$ cat src/sv/rpn_pkg.sv
// Types, codes and constants shared by the RPN stack calculator modules
package rpn_pkg;

   localparam int STACK_DEPTH_DEF = 16;
   localparam int DATA_W          = 32;
   localparam int DEPTH_W         = 5;
   localparam int DIV_STEPS       = 48;
   localparam int CNT_W           = $clog2(DIV_STEPS);

   localparam logic signed [DATA_W-1:0] Q_MAX = 32'sh7FFF_FFFF;
   localparam logic signed [DATA_W-1:0] Q_MIN = 32'sh8000_0000;

   typedef enum logic [2:0] {
      KIND_PUSH = 3'd0,
      KIND_ADD  = 3'd1,
      KIND_SUB  = 3'd2,
      KIND_MUL  = 3'd3,
      KIND_DIV  = 3'd4
   } kind_type;

   typedef enum logic [2:0] {
      STAT_OK   = 3'd0,
      STAT_FEW  = 3'd1,
      STAT_FULL = 3'd2,
      STAT_DIVZ = 3'd3,
      STAT_SAT  = 3'd4
   } status_type;

   typedef enum logic [2:0] {
      S_IDLE,
      S_DECODE,
      S_FETCH,
      S_MUL,
      S_DIV,
      S_DIVEND,
      S_DONE
   } state_type;

   typedef struct packed {
      logic [2:0]               kind;
      logic signed [DATA_W-1:0] value;
   } req_type;

   typedef struct packed {
      logic signed [DATA_W-1:0] top_value;
      logic [DEPTH_W-1:0]       depth;
      status_type               status;
   } rsp_type;

   typedef struct packed {
      logic capture;
      logic decode;
      logic exec;
      logic mul_end;
      logic div_step;
      logic div_end;
      logic respond;
   } cmd_type;

   typedef struct packed {
      logic oper_ok;
      logic addsub;
      logic mul;
      logic t_zero;
      logic div_last;
   } flags_type;

endpackage

$ cat src/sv/rpn_ram.sv
// Generic single-write, single-read RAM with registered read data
module rpn_ram #(
   parameter int WIDTH = 32,
   parameter int DEPTH = 16,
   localparam int AW   = $clog2(DEPTH)
) (
   input  logic             clock,
   input  logic             wr_en,
   input  logic [AW-1:0]    wr_addr,
   input  logic [WIDTH-1:0] wr_data,
   input  logic             rd_en,
   input  logic [AW-1:0]    rd_addr,
   output logic [WIDTH-1:0] rd_data
);

   logic [WIDTH-1:0] mem_ff [DEPTH];
   logic [WIDTH-1:0] rd_data_ff;

   always_ff @(posedge clock) begin
      if (wr_en) begin
         mem_ff[wr_addr] <= wr_data;
      end
      if (rd_en) begin
         rd_data_ff <= mem_ff[rd_addr];
      end
   end

   assign rd_data = rd_data_ff;

endmodule

$ cat src/sv/rpn_ctrl.sv
// Controller state machine sequencing the RPN calculator datapath
module rpn_ctrl
   import rpn_pkg::*;
(
   input  logic      clock,
   input  logic      reset,
   input  logic      req_valid,
   output logic      req_ready,
   output logic      rsp_valid,
   input  logic      rsp_ready,
   input  flags_type flags,
   output cmd_type   cmd
);

   state_type state_ff, state_in;
   logic      rsp_valid_ff, rsp_valid_in;
   logic      out_free;

   assign out_free = !rsp_valid_ff || rsp_ready;

   always_comb begin
      state_in = state_ff;
      unique case (state_ff)
         S_IDLE: begin
            if (req_valid) state_in = S_DECODE;
         end
         S_DECODE: begin
            state_in = flags.oper_ok ? S_FETCH : S_DONE;
         end
         S_FETCH: begin
            if (flags.addsub) state_in = S_DONE;
            else if (flags.mul) state_in = S_MUL;
            else if (flags.t_zero) state_in = S_DONE;
            else state_in = S_DIV;
         end
         S_MUL: begin
            state_in = S_DONE;
         end
         S_DIV: begin
            if (flags.div_last) state_in = S_DIVEND;
         end
         S_DIVEND: begin
            state_in = S_DONE;
         end
         S_DONE: begin
            if (out_free) state_in = S_IDLE;
         end
         default: begin
            state_in = S_IDLE;
         end
      endcase
   end

   always_comb begin
      cmd       = '0;
      req_ready = 1'b0;
      unique case (state_ff)
         S_IDLE: begin
            req_ready   = 1'b1;
            cmd.capture = req_valid;
         end
         S_DECODE: cmd.decode   = 1'b1;
         S_FETCH:  cmd.exec     = 1'b1;
         S_MUL:    cmd.mul_end  = 1'b1;
         S_DIV:    cmd.div_step = 1'b1;
         S_DIVEND: cmd.div_end  = 1'b1;
         S_DONE:   cmd.respond  = out_free;
         default: begin
            cmd = '0;
         end
      endcase
   end

   always_comb begin
      rsp_valid_in = rsp_valid_ff;
      if (cmd.respond) rsp_valid_in = 1'b1;
      else if (rsp_ready) rsp_valid_in = 1'b0;
   end

   always_ff @(posedge clock) begin
      if (reset) begin
         state_ff     <= S_IDLE;
         rsp_valid_ff <= 1'b0;
      end else begin
         state_ff     <= state_in;
         rsp_valid_ff <= rsp_valid_in;
      end
   end

   assign rsp_valid = rsp_valid_ff;

endmodule

$ cat src/sv/rpn_dpath.sv
// Datapath: stack pointer, top register, stack RAM, ALU, multiplier and divider
module rpn_dpath
   import rpn_pkg::*;
#(
   parameter int STACK_DEPTH = STACK_DEPTH_DEF
) (
   input  logic      clock,
   input  logic      reset,
   input  req_type   req_payload,
   input  cmd_type   cmd,
   output flags_type flags,
   output rsp_type   rsp_payload
);

   localparam int DW = $clog2(STACK_DEPTH + 1);
   localparam int AW = $clog2(STACK_DEPTH);
   localparam int QW = DATA_W + 16;

   logic [DW-1:0]            depth_ff, depth_in;
   logic [2:0]               kind_ff, kind_in;
   logic signed [DATA_W-1:0] value_ff, value_in;
   logic signed [DATA_W-1:0] top_ff, top_in;
   status_type               status_ff, status_in;
   logic signed [63:0]       prod_ff, prod_in;
   logic [DATA_W:0]          rem_ff, rem_in;
   logic [QW-1:0]            dvd_ff, dvd_in;
   logic [DATA_W-1:0]        den_ff, den_in;
   logic [CNT_W-1:0]         cnt_ff, cnt_in;
   logic                     neg_ff, neg_in;
   rsp_type                  rsp_ff, rsp_in;

   logic                     wr_en, rd_en;
   logic [AW-1:0]            wr_addr, rd_addr;
   logic [DATA_W-1:0]        rd_data;
   logic signed [DATA_W-1:0] s_val;

   logic                     is_push, is_oper, full, few;
   logic [DATA_W:0]          add_sum, sub_dif, alu_sum;
   logic signed [DATA_W-1:0] alu_res;
   logic [QW-1:0]            psh;
   logic                     mul_sat;
   logic signed [DATA_W-1:0] mul_res;
   logic [DATA_W:0]          rem_sh, rem_sub;
   logic                     ge;
   logic [DATA_W-1:0]        s_abs, t_abs;
   logic                     div_sat;
   logic signed [DATA_W-1:0] div_res;
   logic signed [DATA_W-1:0] divz_res;

   assign s_val   = signed'(rd_data);
   assign is_push = (kind_ff == KIND_PUSH);
   assign is_oper = (kind_ff == KIND_ADD) || (kind_ff == KIND_SUB) ||
                    (kind_ff == KIND_MUL) || (kind_ff == KIND_DIV);
   assign full    = (depth_ff == DW'(STACK_DEPTH));
   assign few     = (depth_ff < DW'(2));

   assign wr_en   = cmd.decode && is_push && !full && (depth_ff != '0);
   assign wr_addr = AW'(depth_ff - DW'(1));
   assign rd_en   = cmd.decode && is_oper && !few;
   assign rd_addr = AW'(depth_ff - DW'(2));

   rpn_ram #(
      .WIDTH (DATA_W),
      .DEPTH (STACK_DEPTH)
   ) u_ram (
      .clock   (clock),
      .wr_en   (wr_en),
      .wr_addr (wr_addr),
      .wr_data (top_ff),
      .rd_en   (rd_en),
      .rd_addr (rd_addr),
      .rd_data (rd_data)
   );

   assign add_sum = {s_val[DATA_W-1], s_val} + {top_ff[DATA_W-1], top_ff};
   assign sub_dif = {s_val[DATA_W-1], s_val} - {top_ff[DATA_W-1], top_ff};
   assign alu_sum = (kind_ff == KIND_ADD) ? add_sum : sub_dif;
   assign alu_res = (alu_sum[DATA_W] != alu_sum[DATA_W-1]) ?
                    (alu_sum[DATA_W] ? Q_MIN : Q_MAX) : signed'(alu_sum[DATA_W-1:0]);

   assign psh     = prod_ff[63:16];
   assign mul_sat = !((&psh[QW-1:DATA_W-1]) || !(|psh[QW-1:DATA_W-1]));
   assign mul_res = mul_sat ? (psh[QW-1] ? Q_MIN : Q_MAX) : signed'(psh[DATA_W-1:0]);

   assign s_abs   = s_val[DATA_W-1] ? DATA_W'(-s_val) : DATA_W'(s_val);
   assign t_abs   = top_ff[DATA_W-1] ? DATA_W'(-top_ff) : DATA_W'(top_ff);
   assign rem_sh  = {rem_ff[DATA_W-1:0], dvd_ff[QW-1]};
   assign ge      = (rem_sh >= {1'b0, den_ff});
   assign rem_sub = rem_sh - {1'b0, den_ff};

   always_comb begin
      if (neg_ff) begin
         div_sat = (dvd_ff > QW'(64'h8000_0000));
         div_res = div_sat ? Q_MIN : signed'(DATA_W'(-dvd_ff[DATA_W-1:0]));
      end else begin
         div_sat = (dvd_ff > QW'(64'h7FFF_FFFF));
         div_res = div_sat ? Q_MAX : signed'(dvd_ff[DATA_W-1:0]);
      end
   end

   assign divz_res = s_val[DATA_W-1] ? Q_MIN : ((s_val == '0) ? '0 : Q_MAX);

   always_comb begin
      depth_in  = depth_ff;
      kind_in   = kind_ff;
      value_in  = value_ff;
      top_in    = top_ff;
      status_in = status_ff;
      prod_in   = prod_ff;
      rem_in    = rem_ff;
      dvd_in    = dvd_ff;
      den_in    = den_ff;
      cnt_in    = cnt_ff;
      neg_in    = neg_ff;
      rsp_in    = rsp_ff;

      if (cmd.capture) begin
         kind_in  = req_payload.kind;
         value_in = req_payload.value;
      end

      if (cmd.decode) begin
         status_in = STAT_OK;
         if (is_push) begin
            if (full) begin
               status_in = STAT_FULL;
            end else begin
               top_in   = value_ff;
               depth_in = depth_ff + DW'(1);
            end
         end else if (is_oper && few) begin
            status_in = STAT_FEW;
         end
      end

      if (cmd.exec) begin
         if ((kind_ff == KIND_ADD) || (kind_ff == KIND_SUB)) begin
            top_in    = alu_res;
            depth_in  = depth_ff - DW'(1);
            status_in = (alu_sum[DATA_W] != alu_sum[DATA_W-1]) ? STAT_SAT : STAT_OK;
         end else if (kind_ff == KIND_MUL) begin
            prod_in = 64'(s_val) * 64'(top_ff);
         end else if (top_ff == '0) begin
            top_in    = divz_res;
            depth_in  = depth_ff - DW'(1);
            status_in = STAT_DIVZ;
         end else begin
            dvd_in = {s_abs, 16'h0000};
            den_in = t_abs;
            rem_in = '0;
            cnt_in = '0;
            neg_in = s_val[DATA_W-1] ^ top_ff[DATA_W-1];
         end
      end

      if (cmd.mul_end) begin
         top_in    = mul_res;
         depth_in  = depth_ff - DW'(1);
         status_in = mul_sat ? STAT_SAT : STAT_OK;
      end

      if (cmd.div_step) begin
         rem_in = ge ? rem_sub : rem_sh;
         dvd_in = {dvd_ff[QW-2:0], ge};
         cnt_in = cnt_ff + CNT_W'(1);
      end

      if (cmd.div_end) begin
         top_in    = div_res;
         depth_in  = depth_ff - DW'(1);
         status_in = div_sat ? STAT_SAT : STAT_OK;
      end

      if (cmd.respond) begin
         rsp_in.top_value = (depth_ff != '0) ? top_ff : '0;
         rsp_in.depth     = DEPTH_W'(depth_ff);
         rsp_in.status    = status_ff;
      end
   end

   always_ff @(posedge clock) begin
      if (reset) begin
         depth_ff <= '0;
      end else begin
         depth_ff <= depth_in;
      end
   end

   always_ff @(posedge clock) begin
      kind_ff   <= kind_in;
      value_ff  <= value_in;
      top_ff    <= top_in;
      status_ff <= status_in;
      prod_ff   <= prod_in;
      rem_ff    <= rem_in;
      dvd_ff    <= dvd_in;
      den_ff    <= den_in;
      cnt_ff    <= cnt_in;
      neg_ff    <= neg_in;
      rsp_ff    <= rsp_in;
   end

   assign flags.oper_ok  = is_oper && !few;
   assign flags.addsub   = (kind_ff == KIND_ADD) || (kind_ff == KIND_SUB);
   assign flags.mul      = (kind_ff == KIND_MUL);
   assign flags.t_zero   = (top_ff == '0);
   assign flags.div_last = (cnt_ff == CNT_W'(DIV_STEPS - 1));

   assign rsp_payload = rsp_ff;

endmodule

$ cat src/sv/rpn_stack_calculator.sv
// Top level of the RPN stack calculator: controller plus datapath
//
//   channel  direction  handshake              payload
//   req      in         req_valid/req_ready    req_type  (kind, value)
//   rsp      out        rsp_valid/rsp_ready    rsp_type  (top_value, depth, status)
//
// Push, error and unknown kinds go from decode straight to done; add/subtract and
// divide by zero finish in the fetch state, multiply in the multiply state, and divide
// in the radix-2 restoring divider, one quotient bit per cycle over 48 bits. Top of
// stack lives in a register, the rest in a RAM with one write and one registered read port.
// Reset clears depth, state and rsp_valid; no clearing pass over the RAM.
// A result waiting in the output register does not block the next transfer in;
// the following result waits until that register is taken.
module rpn_stack_calculator
   import rpn_pkg::*;
#(
   parameter int STACK_DEPTH = STACK_DEPTH_DEF
) (
   input  logic    clock,
   input  logic    reset,
   input  logic    req_valid,
   output logic    req_ready,
   input  req_type req_payload,
   output logic    rsp_valid,
   input  logic    rsp_ready,
   output rsp_type rsp_payload
);

   cmd_type   cmd;
   flags_type flags;

   rpn_ctrl u_ctrl (
      .clock     (clock),
      .reset     (reset),
      .req_valid (req_valid),
      .req_ready (req_ready),
      .rsp_valid (rsp_valid),
      .rsp_ready (rsp_ready),
      .flags     (flags),
      .cmd       (cmd)
   );

   rpn_dpath #(
      .STACK_DEPTH (STACK_DEPTH)
   ) u_dpath (
      .clock       (clock),
      .reset       (reset),
      .req_payload (req_payload),
      .cmd         (cmd),
      .flags       (flags),
      .rsp_payload (rsp_payload)
   );

endmodule

$ cat config.mk
export PLATFORM = sky130hd
export DESIGN_NAME = rpn_stack_calculator
export DESIGN_NICKNAME = d
export VERILOG_FILES = /design/src/sv/rpn_pkg.sv /design/src/sv/rpn_ram.sv /design/src/sv/rpn_ctrl.sv /design/src/sv/rpn_dpath.sv /design/src/sv/rpn_stack_calculator.sv
export SDC_FILE = /design/constraint.sdc
export NUM_CORES = 2
export LEC_CHECK = 0
export ABC_AREA = 1
export ABC_CLOCK_PERIOD_IN_PS = 7600
export BUFFER_PORTS_ARGS = -buffer_cell sky130_fd_sc_hd__buf_4
export CAP_MARGIN = 15
export CORE_AREA = 4 4 368 370
export DETAILED_ROUTE_END_ITERATION = 8
export DIE_AREA = 0 0 372 374
export PLACE_DENSITY = 0.86
export SLEW_MARGIN = 20
export SYNTH_ARGS = -nofsm -noshare
export SYNTH_HDL_FRONTEND = slang
export SYNTH_SLANG_ARGS = --single-unit
$ cat constraint.sdc
create_clock -name clock -period 7.6 [get_ports clock]
set_input_delay 1.14 -clock clock [delete_from_list [all_inputs] [get_ports clock]]
set_output_delay 1.14 -clock clock [all_outputs]
set_load 0.005 [all_outputs]
# Word level (Yosys, flattened, before mapping)

Memories as Yosys holds them, arrays and structs flattened. A register that Yosys moved wholly into a read port is not among the register bits.
Cells that the tools add are included.

$add $sub $neg: 10
Equal/unequal tests: 19
Reduce and logical (&&, ||, !) cells: 30
Bitwise operators: 4
Mux-type cells: 80
$lt $le $gt $ge: 4
$mul: 1

Operators by type and width:

| operator             | count |
|---|---|
| $mux 32              | 24 |
| $mux 48              | 5 |
| $neg 32->32          | 3 |
| $logic_not 32->1     | 2 |
| $mul 32x32->64       | 1 |
| $mux 31              | 2 |
| $mux 3               | 17 |
| $gt 48x31->1 const B | 1 |
| $gt 48x32->1 const B | 1 |
| $mux 5               | 9 |
| $add 32x32->33       | 1 |
| $ge 33x32->1         | 1 |
| $mux 33              | 1 |
| $sub 32x32->33       | 1 |
| $sub 32x32->32       | 1 |
| $mux 6               | 5 |
| $pmux 3 s6           | 1 |
| $reduce_and 17->1    | 1 |
| $reduce_or 17->1     | 1 |
| $mux 1               | 14 |
| $eq 3x2->1 const B   | 4 |
| $eq 3x3->1 const B   | 4 |
| $ne 2x2->1 const B   | 5 |
| $reduce_and 4->1     | 2 |
| 21 further kinds     | 41 |

Output and inout port bits: 42
Memory bits (writable): 512
Bits in registers: 302
Memories kept: 1

Memories:

| memory               | words | bits a word | rd ports | clocked after Yosys merged registers in | wr ports | line          | source |
|---|---|---|---|---|---|---|---|
| u_dpath.u_ram.mem_ff | 16    | 32          | 1        | 1                                       | 1        | rpn_ram.sv:16 | `logic [WIDTH-1:0] mem_ff [DEPTH];` |

# Depth between registers and ports, before layout

Depth after elaboration: 14
Gate-level depth with buffers: 35
Mapped depth without buffers: 33

# By module

A second synthesis with hierarchy kept.

Cells, all modules: 9,430
Area, all modules: 80,309.5 um^2

Modules (own cells, without submodules):

| module    | cells each | area each (um^2) | sequential area each (um^2) | instances |
|---|---|---|---|---|
| rpn_dpath | 7,260      | 56,959.6         | 8,067.7                     | 1 |
| rpn_ram   | 2,120      | 23,050.9         | 16,335.7                    | 1 |
| rpn_ctrl  | 50         | 299.0            | 80.1                        | 1 |

# Least setup slack after synthesis

No wires, ideal clock.

Path kind: register to register
Start point: register u_dpath.top_ff[0]
End point: register u_dpath.cnt_ff[0] (enable)
Data arrival time: 7.612 ns
Path buffers: 1
Clock period less this slack: 8.261 ns
Slack: -0.661 ns
Cell stages (with the launch flop): 11
Required time: 6.951 ns
Cells stage by stage: dfxtp_1 -> buf_2 -> inv_1 -> ha_1 -> nand2_1 -> nor2_4 -> nand2_2 -> nor2_4 -> nand4_2 -> nand2_1 -> o21ai_0

Word-level cells in the longest chain between the ends: 3

Ends and longest elaborated chain:

| item                              | line             | source |
|---|---|---|
| start, declared                   | rpn_dpath.sv:22  | `logic signed [DATA_W-1:0] top_ff, top_in;` |
| start signal, assigned            | rpn_dpath.sv:192 | `top_ff <= top_in;` |
| $logic_not 32->1                  | rpn_dpath.sv:143 | `end else if (top_ff == '0) begin` |
| $ne 2x2->1 (no source line)       | n/a              |  |
| $reduce_and 4->1 (no source line) | n/a              |  |
| end signal, assigned              | rpn_dpath.sv:198 | `cnt_ff <= cnt_in;` |
| end, declared                     | rpn_dpath.sv:28  | `logic [CNT_W-1:0] cnt_ff, cnt_in;` |

Every way passes these cells.
A chain may end at the register's enable or synchronous reset.

# Worst setup path after layout

Start point: register u_dpath.u_ram.rd_data_ff[1], in the netlist u_dpath.u_ram.rd_data[1] (read register of u_dpath.u_ram.mem_ff)
End point: register u_dpath.prod_ff[43], data pin

Word-level cells in the longest chain between the ends: 1

Ends and longest elaborated chain:

| item                 | line             | source |
|---|---|---|
| start, declared      | rpn_ram.sv:17    | `logic [WIDTH-1:0] rd_data_ff;` |
| $mul 32x32->64       | rpn_dpath.sv:142 | `prod_in = 64'(s_val) * 64'(top_ff);` |
| end signal, assigned | rpn_dpath.sv:194 | `prod_ff <= prod_in;` |
| end, declared        | rpn_dpath.sv:24  | `logic signed [63:0] prod_ff, prod_in;` |

Every way passes these cells.

==> results_dict.tcl <==
set metrics [dict create \
    status "completed" \
    place_inst 10310 \
    io_pins 81 \
    die_h_um 374 \
    fill_cells 10050 \
    cp_max_fo 12 \
    final_cell_area_mm2 0.08475 \
    area_growth_pct 9.465 \
    finalSetupTns_ps 0 \
    drc 0 \
    grt_max_degree 258 \
    grt_pass1_vias 64800 \
    holdPathStages 0 \
    dieArea_mm2 0.1391 \
    hold_path.class "reg -> reg" \
    crit_arrival_ps 8100 \
    final_nets 10030 \
    first_iter_violations 8247 \
    holdPathEnd "u_dpath.rsp_payload[1]" \
    placed_area_mm2 0.08139 \
    max_clock_freq_mhz 132.3 \
    netlist_instances 8617 \
    startpoint_type "flip-flop" \
    num_vias 62750 \
    drv_slew 0 \
    drv_cap 0 \
    final_hold_viol_count 0 \
    setup_viol_count_final 0 \
    core.rowCount 134 \
    antenna_left 0 \
    end_kind "flip-flop" \
    cts_buffers 86 \
    cts_tree "done" \
    synth.cell_area_mm2 0.07742 \
    portBuffers 80 \
    stdcell_count 10490 \
    fin_crit_ps 7561 \
    clockBufferDepth 3 \
    clock-sinks 830 \
    r2r_slack_ps 40 \
    avgSynthCellArea_um2 8.985 \
    ys_warn_count 0 \
    drive_gt1_frac 0.07832 \
    yosysSeqAreaShare 0.3162 \
    cts_root_buf "clkbuf_16" \
    htree_num_levels 3 \
    ys_async_sr_fraction 0 \
    gr-total-overflow 0 \
    clk_latency_ps 750 \
    wl_per_cell_um 23.77 \
    grt_pass1_wl_um 375800 \
    track_usage 0.3587 \
    viasPerCell 5.982 \
    dr.pass1.iters 7 \
    die_w_um 372 \
    required_ps 8140 \
    fin_crit_sh 0.9949 \
    syn-num-nets 9996 \
    worstSetupPathType "reg -> reg" \
    ys_seq_elements 830 \
    min_from "u_dpath.status_ff[1]" \
    ff2ff_path_depth 25 \
    finalWirelength_um 249300 \
    ys_types 64 \
    dpl.hpwl_um 179600 \
    worstMarginPinSlew_ps 1148 \
    r2r-end "u_dpath.prod_ff[43]" \
    initial_core_util 0.5838 \
    synth_edf_count 786 \
    finalWeightedCongestion 1.056 \
    worst_r2r_startpoint "u_dpath.u_ram.rd_data[1]" \
    antenna_found_initial 4 \
    fin_skew_ps 79.67 \
    synth_ff_type "edfxtp_1" \
    cts-hold-fix-buffers 0 \
    slew_headroom 0.2350 \
    cts.clk_slew.worst_paths_ps 60 \
    core_area_mm2 0.1326 \
]
## through the flow
step           hold slack [ps]    util  setup slack [ps]
2_1_floorplan            408.6       -             3.461
3_3_place_gp             530.5  0.6137             28.18
3_5_place_dp             531.7  0.6137            -32.51
4_1_cts                  544.0  0.6352             16.45
5_1_grt                  535.2  0.6390            -37.03
6_report                 549.3  0.6390             39.09
## how the worst max path moves through the flow
stage	slack (ps)	startpoint	cells after the start	end
final	40	u_dpath.u_ram.rd_data[1]	25	u_dpath.prod_ff[43]
after global routing	-40	u_dpath.u_ram.rd_data[8]	25	u_dpath.prod_ff[42]
after CTS	20	u_dpath.top_ff[5]	29	u_dpath.prod_ff[51]
after detailed placement	-30	u_dpath.u_ram.rd_data[5]	25	u_dpath.prod_ff[49]
after global placement	30	u_dpath.u_ram.rd_data[29]	22	u_dpath.prod_ff[55]
after floorplan	3	u_dpath.u_ram.rd_data[31]	30	u_dpath.prod_ff[60]
## placed cells by master, fill, tap and decap left out, drive strengths merged, types with 22 or more instances in the layout
cell / count
nand2: 1912
inv: 1880
fa: 1083
edfxtp: 786
nor2: 609
o21ai: 562
buf: 393
a21oi: 260
ha: 257
nand3: 190
xor2: 127
o221ai: 119
clkbuf: 107
xnor2: 54
nor3: 54
nand4: 45
dfxtp: 44
clkinv: 37
a31oi: 27
nor4: 23
o211ai: 22
## layout make-up
type | count | area (µm²) | share of cell area
clock inverters | 48 | 529.3 | 0.006245
clock buffers | 107 | 2251 | 0.02656
flip-flops and latches | 830 | 24570 | 0.2899
inverters | 1878 | 7059 | 0.08330
well taps | 1768 | 2212 | 0.02610
repair buffers | 393 | 3560 | 0.04200
multi-input cells | 5465 | 44570 | 0.5258
diodes | 2 | 5.005 | 0.00005905
## routing by layer
metal / global-route usage / share of wire / vias to the layer above
met5: 0 / 0.000052 / -
met4: 0.2334 / 0.081 / 2
met3: 0.08550 / 0.13 / 1047
met2: 0.5380 / 0.44 / 4658
met1: 0.4685 / 0.35 / 30400
li1: - / - / 26650
## sequential cells by signal, summed over array words and instances, names as in the netlist, 3 cells and up
name and flops:
u_dpath.u_ram.mem_ff 512, u_dpath.dvd_ff 48, u_dpath.prod_ff 48, u_dpath.rsp_payload 40, u_dpath.den_ff 32, u_dpath.rem_ff 32
u_dpath.top_ff 32, u_dpath.u_ram.rd_data 32, u_dpath.value_ff 32, u_dpath.cnt_ff 6, u_dpath.depth_ff 5, u_ctrl.state_ff 3
u_dpath.kind_ff 3, u_dpath.status_ff 3
## synth_stat cells, types with 5 or more instances
master | number | area [µm²]
o21bai_1 | 16 | 120.1
edfxtp_1 | 786 | 23600
nand4_1 | 42 | 262.8
o21ai_0 | 552 | 2763
nor4_1 | 22 | 137.6
nor2_1 | 598 | 2245
nand3b_1 | 8 | 60.06
o21ai_1 | 9 | 45.04
nor2_4 | 5 | 56.30
xor2_1 | 127 | 1112
a21boi_0 | 7 | 52.55
nor2_2 | 6 | 37.54
a21o_1 | 14 | 105.1
dfxtp_1 | 44 | 880.8
buf_2 | 24 | 120.1
inv_2 | 6 | 22.52
o211ai_1 | 22 | 165.2
o221ai_1 | 119 | 1042
nand3_1 | 185 | 925.9
o21a_1 | 15 | 112.6
buf_1 | 110 | 412.9
clkbuf_1 | 305 | 1145
or2_2 | 8 | 50.05
o22ai_1 | 17 | 106.4
fa_1 | 1083 | 21680
inv_1 | 1871 | 7023
ha_1 | 257 | 3216
xnor2_1 | 54 | 473.0
a31oi_1 | 27 | 168.9
nor3_2 | 5 | 50.05
nor3_1 | 48 | 240.2
nand2_1 | 1907 | 7158
a21oi_1 | 260 | 1301
## critical path, stage by stage (launching register included)
cell      delay [ps]
edfxtp_1         810
buf_4            390
nand2_1          100
inv_1            140
fa_1             480
ha_1             240
fa_1             510
inv_1             80
fa_1             560
inv_1             90
fa_1             520
fa_1             430
fa_1             560
fa_1             430
ha_1             390
nand2_1           90
nor2_1            90
inv_1            120
nor2_1           130
inv_1             60
a21oi_1          110
nor2_1            60
nand2_1          290
a21oi_2          130
o21ai_0          270
xor2_1           300
## kinds of logic (layout without fill, tap and decap cells)
family,Yosys count,count (layout),share of synthesized area
muxes,3,3,0.0003879
DFF,830,830,0.3162
other,0,2,0
buffers and inverters,2322,2426,0.1134
AOI/OAI and AO/OA,1083,1083,0.08003
adders and majority gates,1340,1340,0.3216
and+or+nand+nor,2858,2858,0.1480
xor gates and xnor gates,181,181,0.02048
## timing repair
action	CTS	global route
setup endpoints to repair	9	38
cloned	0	0
resized for setup	6	89
pin swaps	0	7
buffers inserted	4	22
Power is not shown: default switching activity piles up to over one toggle a cycle in this logic, so the estimate is an artifact.
